File: src/rtl/xcfd_pkg.sv
// shared types and constants for the xor checked frame deframer
package xcfd_pkg;

  localparam int unsigned BYTE_W  = 8;
  localparam int unsigned LEN_W   = 6;
  localparam int unsigned INDEX_W = 5;

  // register byte addresses on the config port
  localparam logic [1:0] REG_START_BYTE_ADDR = 2'd0;
  localparam logic [7:0] START_BYTE_RESET    = 8'hAA;

  typedef enum logic [2:0] {
    ST_START,
    ST_CMD,
    ST_LEN,
    ST_DATA,
    ST_CHECK,
    ST_READ,
    ST_LOAD
  } state_t;

  typedef struct packed {
    logic clr_xor;
    logic ld_cmd;
    logic ld_len;
    logic wr_data;
    logic emit_clr;
    logic rd_req;
    logic ld_out;
    logic emit_inc;
  } ctl_t;

  typedef struct packed {
    logic start_hit;
    logic len_zero;
    logic data_done;
    logic check_ok;
    logic out_free;
    logic emit_last;
  } sts_t;

endpackage

File: src/rtl/xcfd_ram.sv
// generic single write port ram with registered read
module xcfd_ram #(
  parameter int unsigned WIDTH = 8,
  parameter int unsigned DEPTH = 32,
  parameter int unsigned AW    = (DEPTH > 1) ? $clog2(DEPTH) : 1
) (
  input  logic             clk,
  input  logic             wr_en,
  input  logic [AW-1:0]    wr_addr,
  input  logic [WIDTH-1:0] wr_data,
  input  logic             rd_en,
  input  logic [AW-1:0]    rd_addr,
  output logic [WIDTH-1:0] rd_data
);

  logic [WIDTH-1:0] mem [DEPTH];

  always_ff @(posedge clk) begin
    if (wr_en) begin
      mem[wr_addr] <= wr_data;
    end
    if (rd_en) begin
      rd_data <= mem[rd_addr];
    end
  end

endmodule

File: src/rtl/xcfd_ctrl.sv
// frame controller state machine
module xcfd_ctrl (
  input  logic          clk,
  input  logic          rst,
  input  logic          in_valid,
  output logic          in_ready,
  input  xcfd_pkg::sts_t sts,
  output xcfd_pkg::ctl_t ctl
);

  import xcfd_pkg::*;

  state_t state;
  state_t state_next;
  logic   in_fire;

  always_ff @(posedge clk) begin
    if (rst) begin
      state <= ST_START;
    end else begin
      state <= state_next;
    end
  end

  always_comb begin
    case (state)
      ST_START, ST_CMD, ST_LEN, ST_DATA, ST_CHECK: in_ready = 1'b1;
      default:                                      in_ready = 1'b0;
    endcase
  end

  assign in_fire = in_valid & in_ready;

  always_comb begin
    state_next = state;
    case (state)
      ST_START: begin
        if (in_fire && sts.start_hit) state_next = ST_CMD;
      end
      ST_CMD: begin
        if (in_fire) state_next = ST_LEN;
      end
      ST_LEN: begin
        if (in_fire) state_next = sts.len_zero ? ST_CHECK : ST_DATA;
      end
      ST_DATA: begin
        if (in_fire && sts.data_done) state_next = ST_CHECK;
      end
      ST_CHECK: begin
        if (in_fire) state_next = sts.check_ok ? ST_READ : ST_START;
      end
      ST_READ: begin
        state_next = ST_LOAD;
      end
      ST_LOAD: begin
        if (sts.out_free) state_next = sts.emit_last ? ST_START : ST_READ;
      end
      default: begin
        state_next = ST_START;
      end
    endcase
  end

  always_comb begin
    ctl = '0;
    case (state)
      ST_START: begin
        ctl.clr_xor = in_fire & sts.start_hit;
      end
      ST_CMD: begin
        ctl.ld_cmd = in_fire;
      end
      ST_LEN: begin
        ctl.ld_len = in_fire;
      end
      ST_DATA: begin
        ctl.wr_data = in_fire;
      end
      ST_CHECK: begin
        ctl.emit_clr = in_fire;
      end
      ST_READ: begin
        ctl.rd_req = 1'b1;
      end
      ST_LOAD: begin
        ctl.ld_out   = sts.out_free;
        ctl.emit_inc = sts.out_free & ~sts.emit_last;
      end
      default: begin
        ctl = '0;
      end
    endcase
  end

endmodule

File: src/rtl/xcfd_dp.sv
// frame datapath: header registers, checksum, payload store and result register
module xcfd_dp #(
  parameter int unsigned MAX_PAYLOAD = 32
) (
  input  logic                             clk,
  input  logic                             rst,
  input  xcfd_pkg::ctl_t                   ctl,
  output xcfd_pkg::sts_t                   sts,
  input  logic [xcfd_pkg::BYTE_W-1:0]      start_byte,
  input  logic [xcfd_pkg::BYTE_W-1:0]      rx_byte,
  output logic                             out_valid,
  input  logic                             out_ready,
  output logic [xcfd_pkg::BYTE_W-1:0]      command,
  output logic [xcfd_pkg::LEN_W-1:0]       length,
  output logic [xcfd_pkg::INDEX_W-1:0]     byte_index,
  output logic [xcfd_pkg::BYTE_W-1:0]      payload_byte,
  output logic                             has_payload,
  output logic                             last
);

  import xcfd_pkg::*;

  localparam int unsigned AW = (MAX_PAYLOAD > 1) ? $clog2(MAX_PAYLOAD) : 1;
  localparam logic [BYTE_W-1:0] MAX_LEN = BYTE_W'(MAX_PAYLOAD);

  logic [BYTE_W-1:0] held_command;
  logic [BYTE_W-1:0] held_length;
  logic [BYTE_W-1:0] fill_index;
  logic [BYTE_W-1:0] running_xor;
  logic [AW-1:0]     emit_idx;
  logic [BYTE_W-1:0] emit_idx_w;
  logic [BYTE_W-1:0] rd_data;
  logic              store_wr;

  always_ff @(posedge clk) begin
    if (rst) begin
      held_command <= '0;
      held_length  <= '0;
      fill_index   <= '0;
      running_xor  <= '0;
      emit_idx     <= '0;
    end else begin
      if (ctl.clr_xor) begin
        running_xor <= '0;
      end else if (ctl.ld_cmd || ctl.ld_len || ctl.wr_data) begin
        running_xor <= running_xor ^ rx_byte;
      end
      if (ctl.ld_cmd) begin
        held_command <= rx_byte;
      end
      if (ctl.ld_len) begin
        held_length <= rx_byte;
        fill_index  <= '0;
      end else if (ctl.wr_data) begin
        fill_index <= fill_index + 8'd1;
      end
      if (ctl.emit_clr) begin
        emit_idx <= '0;
      end else if (ctl.emit_inc) begin
        emit_idx <= emit_idx + AW'(1);
      end
    end
  end

  // bytes past the store capacity are counted but not kept
  assign store_wr = ctl.wr_data & (fill_index < MAX_LEN);

  xcfd_ram #(
    .WIDTH (BYTE_W),
    .DEPTH (MAX_PAYLOAD),
    .AW    (AW)
  ) u_store (
    .clk     (clk),
    .wr_en   (store_wr),
    .wr_addr (fill_index[AW-1:0]),
    .wr_data (rx_byte),
    .rd_en   (ctl.rd_req),
    .rd_addr (emit_idx),
    .rd_data (rd_data)
  );

  assign emit_idx_w = BYTE_W'(emit_idx);

  assign sts.start_hit = (rx_byte == start_byte);
  assign sts.len_zero  = (rx_byte == '0);
  assign sts.data_done = ((fill_index + 8'd1) >= held_length);
  assign sts.check_ok  = (rx_byte == running_xor) && (held_length <= MAX_LEN);
  assign sts.out_free  = ~out_valid | out_ready;
  assign sts.emit_last = (held_length == '0) || ((emit_idx_w + 8'd1) == held_length);

  always_ff @(posedge clk) begin
    if (rst) begin
      out_valid <= 1'b0;
    end else if (ctl.ld_out) begin
      out_valid <= 1'b1;
    end else if (out_ready) begin
      out_valid <= 1'b0;
    end
  end

  always_ff @(posedge clk) begin
    if (ctl.ld_out) begin
      command      <= held_command;
      length       <= held_length[LEN_W-1:0];
      byte_index   <= emit_idx_w[INDEX_W-1:0];
      payload_byte <= (held_length == '0) ? '0 : rd_data;
      has_payload  <= (held_length != '0);
      last         <= sts.emit_last;
    end
  end

endmodule

File: src/rtl/xor_checked_frame_deframer.sv
// xor checked frame deframer top level
// takes one rx beat per cycle while hunting or collecting a frame
// on a good check beat the results follow, one per payload byte (one for an empty
// payload), each read from the payload store and loaded once the output is free
// no rx beat is taken while a frame's results are being read out
// synchronous reset: hunting for the start byte, start byte register back to 0xaa
module xor_checked_frame_deframer #(
  parameter int unsigned MAX_PAYLOAD = 32
) (
  input  logic                         clk,
  input  logic                         rst,
  input  logic                         psel,
  input  logic                         penable,
  input  logic                         pwrite,
  input  logic [1:0]                   paddr,
  input  logic [31:0]                  pwdata,
  output logic [31:0]                  prdata,
  output logic                         pready,
  input  logic                         in_valid,
  output logic                         in_ready,
  input  logic [xcfd_pkg::BYTE_W-1:0]  rx_byte,
  output logic                         out_valid,
  input  logic                         out_ready,
  output logic [xcfd_pkg::BYTE_W-1:0]  command,
  output logic [xcfd_pkg::LEN_W-1:0]   length,
  output logic [xcfd_pkg::INDEX_W-1:0] byte_index,
  output logic [xcfd_pkg::BYTE_W-1:0]  payload_byte,
  output logic                         has_payload,
  output logic                         last
);

  import xcfd_pkg::*;

  logic [BYTE_W-1:0] start_byte;
  logic              reg_wr;
  ctl_t              ctl;
  sts_t              sts;

  assign reg_wr = psel & penable & pwrite & pready & (paddr == REG_START_BYTE_ADDR);

  always_ff @(posedge clk) begin
    if (rst) begin
      start_byte <= START_BYTE_RESET;
    end else if (reg_wr) begin
      start_byte <= pwdata[BYTE_W-1:0];
    end
  end

  assign pready = 1'b1;
  assign prdata = 32'(start_byte);

  xcfd_ctrl u_ctrl (
    .clk      (clk),
    .rst      (rst),
    .in_valid (in_valid),
    .in_ready (in_ready),
    .sts      (sts),
    .ctl      (ctl)
  );

  xcfd_dp #(
    .MAX_PAYLOAD (MAX_PAYLOAD)
  ) u_dp (
    .clk          (clk),
    .rst          (rst),
    .ctl          (ctl),
    .sts          (sts),
    .start_byte   (start_byte),
    .rx_byte      (rx_byte),
    .out_valid    (out_valid),
    .out_ready    (out_ready),
    .command      (command),
    .length       (length),
    .byte_index   (byte_index),
    .payload_byte (payload_byte),
    .has_payload  (has_payload),
    .last         (last)
  );

endmodule
File: config.mk
export PLATFORM = sky130hd
export DESIGN_NAME = xor_checked_frame_deframer
export DESIGN_NICKNAME = d
export VERILOG_FILES = /design/src/rtl/xcfd_pkg.sv /design/src/rtl/xcfd_ram.sv /design/src/rtl/xcfd_ctrl.sv /design/src/rtl/xcfd_dp.sv /design/src/rtl/xor_checked_frame_deframer.sv
export SDC_FILE = /design/constraint.sdc
export NUM_CORES = 1
export LEC_CHECK = 0
export ABC_AREA = 0
export ABC_CLOCK_PERIOD_IN_PS = 3200
export BUFFER_PORTS_ARGS = -buffer_cell sky130_fd_sc_hd__clkbuf_2
export CORE_MARGIN = 5
export CORE_UTILIZATION = 50
export CTS_CLUSTER_DIAMETER = 80
export DETAILED_ROUTE_END_ITERATION = 8
export GPL_TIMING_DRIVEN = 0
export PLACE_DENSITY = 0.68
export SETUP_SLACK_MARGIN = 0.3
export SKIP_LAST_GASP = 1
export SLEW_MARGIN = 0
export SYNTH_ARGS = -nofsm -noshare
export SYNTH_HDL_FRONTEND = slang
export SYNTH_HIERARCHICAL = 1
export SYNTH_SLANG_ARGS = --single-unit
File: constraint.sdc
create_clock -name clk -period 3.2 [get_ports clk]
set_input_delay 0.64 -clock clk [delete_from_list [all_inputs] [get_ports clk]]
set_output_delay 0.64 -clock clk [all_outputs]
set_load 0.02 [all_outputs]
==> flow_summary_export.csv <==
group,metric,value,unit
critical_path,cpLargestDelayFamily,"compound AO/OA/AOI/OAI gates",
sta,slew_viol_final,0,
critical_path,worstPathArrival,3.15,ns
synthesis,ys.flop_type,"edfxtp_1",
finish,final_core_util,0.5872,
routing,ant_nets,0,
clocking,numClockSinks,342,
critical_path,path_cells,"and2_1, and2_1, xor2_1, ha_1, a21o_1, a21o_1, a21oi_1, o31ai_1, nand3b_1, a21oi_1, a31oi_1, a22o_1",
clocking,numCtsBuffers,35,
critical_path,cp-start-kind,"flop",
synthesis,yosysWarnings,6,
routing,drc,0,
grt,antenna_found_initial,3,
sta,fmax,0.3630,GHz
synthesis,synth.area.top_cells,"edfxtp_1 63%, mux4_2 13%, dfxtp_1 7.0%, nor2_1 2.3%, mux2i_1 1.9%",
sta,setup_viol,0,
clocking,clock_latency,0.50,ns
grt,grt_max_degree,39,
clocking,root_buffer,"clkbuf_16",
synthesis,synth_edf_count,293,
critical_path,worstSetupPathType,"reg -> reg",
power,p_leak,5.313,nW
synthesis,synth_area_leader_cell,"edfxtp_1",
power,peakVddDrop,0.0002874,V
finish,nFillCells,2060,
clocking,cts.path.max_buffers,3,
critical_path,cp.depth,12,
synthesis,syn_area,14020,um2
die,die_x,177.5,um
hold_path,hp-class,"in -> reg",
clocking,htreeDepth,2,
placement,gp_congestion,0.8205,
synthesis,synthTopCellsByCount,"293 x edfxtp_1, 85 x nor2_1, 80 x mux4_2",
critical_path,crit_path_max_fanout,12,
synthesis,yosysMostFrequentCell,"edfxtp_1",
clocking,cts_tree,"built",
synthesis,synth-async-reset-ratio,0,
finish,fin_nets,990,
die,start_util,0.5061,
synthesis,avgSynthCellArea,17.57,um2
placement,dpl.cell_count,1263,
sta,final-hold-violation-count,0,
critical_path,endpoint,"u_ctrl/state[2]$_SDFFE_PP0P_",
critical_path,r2r-start,"u_dp/fill_index[4]$_SDFFE_PP0P_",
placement,place_area,14920,um2
die,die_area,31490,um2
critical_path,r2r_slack,0.45,ns
critical_path,slowest_delay,0.52,ns
clocking,clk_pin_slew_worst_paths,0.06,ns
critical_path,startpoint,"u_dp/fill_index[4]$_SDFFE_PP0P_",
finish,area_growth,16.03,%
critical_path,r2r_end,"u_ctrl/state[2]$_SDFFE_PP0P_",
finish,stdcell_area,16270,um2
die,ios,113,
critical_path,cp_slowest_cell,"dfxtp_2",
routing,routed_wl,29.97,mm
routing,avgViaCountPerCell,5.518,
routing,first_iter_violations,588,
sta,rsz0062_at_grt,"false",
run_status,outcome,"complete, no violations",
die,die_y,177.5,um
placement,dp_hpwl,18.97,mm
routing,vias,7355,
critical_path,worstPathRequired,3.60,ns
sta,worstMarginPinSlew,1.042,ns
grt,grt_pass1_vias,7430,
critical_path,crit_buf_inv,0,
placement,port_buffers,63,
power,p_total,9.237,mW
critical_path,cp-end-kind,"flop",
die,placementRows,61,
finish,layout-drive-gt1-share,0.3267,
finish,layoutNonFillerInstCount,1333,
synthesis,synth_cells,798,
sta,tns,0,ns
sta,layout_worst_path_cycle_share,0.8608,
power,power_density,567.8,nW/um2
run,max-cap-violations,0,
synthesis,synth_cell_types,48,
sta,worst_clock_skew,0.01745,ns
synthesis,ys_ff_latch,342,
routing,drtPass1Iterations,5,
sta,period_needed,2.754,ns
sta,relSlewSlack,0.3025,
grt,overflow,0,
grt,track_usage,0.1939,
routing,route.detailed.wl_per_inst,22.48,um
die,design.core.area,27710,um2
finish,num_antenna_cells,0,
critical_path,ff2ff_path_depth,12,
synthesis,seq_area_frac_synth,0.6974,
grt,grt_pass1_wl,45.44,mm
synthesis,yosysTopAreaCellShare,0.6275,
-- how the worst min path moves through the flow --
stage,end,slack [ns],startpoint,cells past startpoint
floorplan,u_dp/command[0]$_DFFE_PP_,0.41,u_dp/held_command[0]$_SDFFE_PP0P_,0
global placement,u_dp/command[6]$_DFFE_PP_,0.41,u_dp/held_command[6]$_SDFFE_PP0P_,0
global route,start_byte[4]$_SDFFE_PP0P_,0.37,pwdata[4],3
finish,start_byte[4]$_SDFFE_PP0P_,0.38,pwdata[4],3
CTS,start_byte[4]$_SDFFE_PP0P_,0.37,pwdata[4],3
detailed placement,u_dp/command[6]$_DFFE_PP_,0.42,u_dp/held_command[6]$_SDFFE_PP0P_,0
-- area by class of cell --
type	instances	area, um2	area share
buffer	59	409.1	0.02515
clock buffer	46	959.7	0.05899
clock inverter	15	91.34	0.005614
inverter	11	41.29	0.002538
multi-input combinational	408	4091	0.2515
sequential	342	9793	0.6019
tap	378	473.0	0.02907
timing repair buffer	74	410.4	0.02522
-- where the power goes --
group | switching, mW | internal, mW | total [mW]
Sequential | 0.0494 | 4.90 | 4.95
Clock | 1.55 | 2.18 | 3.74
Combinational | 0.341 | 0.214 | 0.554
Total | 1.94 | 7.29 | 9.24
-- flip-flops by register name (all words and copies together), names as in the netlist, 3 cells and up --
signal	cells
u_dp/u_store/rd_data	8
u_ctrl/state	3
u_dp/held_command	8
u_dp/running_xor	8
u_dp/u_store/mem	256
u_dp/fill_index	8
start_byte	8
u_dp/payload_byte	8
u_dp/emit_idx	5
u_dp/held_length	8
u_dp/length	6
u_dp/command	8
u_dp/byte_index	5
-- timing repair --
action	CTS	global route
cloned	0	0
hold buffers	0	0
setup buffers	6	4
hold endpoints to repair	0	0
pin swaps	2	0
gates resized for setup	54	20
setup endpoints to repair	267	130
-- kinds of logic after synthesis --
group                    after synthesis  synth area share
adder cells (fa/ha/maj)               10          0.008923
AND/OR/NAND/NOR                      181           0.06282
AO/OA/AOI/OAI                         31           0.01535
multiplexers                         115            0.1545
other                                  2         0.0005356
flip-flops                           342            0.6974
buffers and inverters                 71           0.03168
XOR/XNOR                              46           0.02873
-- worst min-delay path, cell delays in order --
cell      delay, ns
clkbuf_2       0.08
nand2b_1       0.05
mux2i_1        0.06
-- cell usage in the layout (no fill, tap or decap), types with 4 or more instances in the layout --
master,netlist,layout
dfxtp_1,49,44
edfxtp_1,293,293
nor2_4,0,21
mux4_2,80,80
conb_1,2,25
nand4_1,9,9
clkinv_2,0,5
mux2i_1,26,26
clkbuf_1,9,13
a21oi_1,6,6
nor2_2,0,12
buf_2,6,9
xnor2_1,21,21
nand3_1,8,7
a21o_1,5,5
buf_4,31,41
buf_6,7,7
xor2_1,25,25
inv_1,11,11
nor3_1,11,10
and2_1,11,11
clkbuf_16,0,37
ha_1,10,10
clkinv_1,0,7
clkbuf_2,1,69
mux2_2,8,8
nand2_1,19,19
nand3b_1,6,6
nor2_1,85,52
nand2b_1,13,13
o21ai_0,4,4
-- layer usage --
layer	GRT usage	vias to the layer above	part of all wire
met5	0	-	0.0014
met4	0.05189	6	0.022
met3	0.04026	49	0.067
met2	0.3256	222	0.50
met1	0.2606	3769	0.41
li1	-	3309	-
-- stage by stage --
step	hold slack (ns)	setup WS, ns
floorplan	0.4076	0.4355
global placement	0.4127	-0.3668
detailed placement	0.4181	-0.4748
CTS	0.3657	0.3133
global route	0.3728	0.3044
finish	0.3794	0.4455
Power figures use the tool's default switching activity.
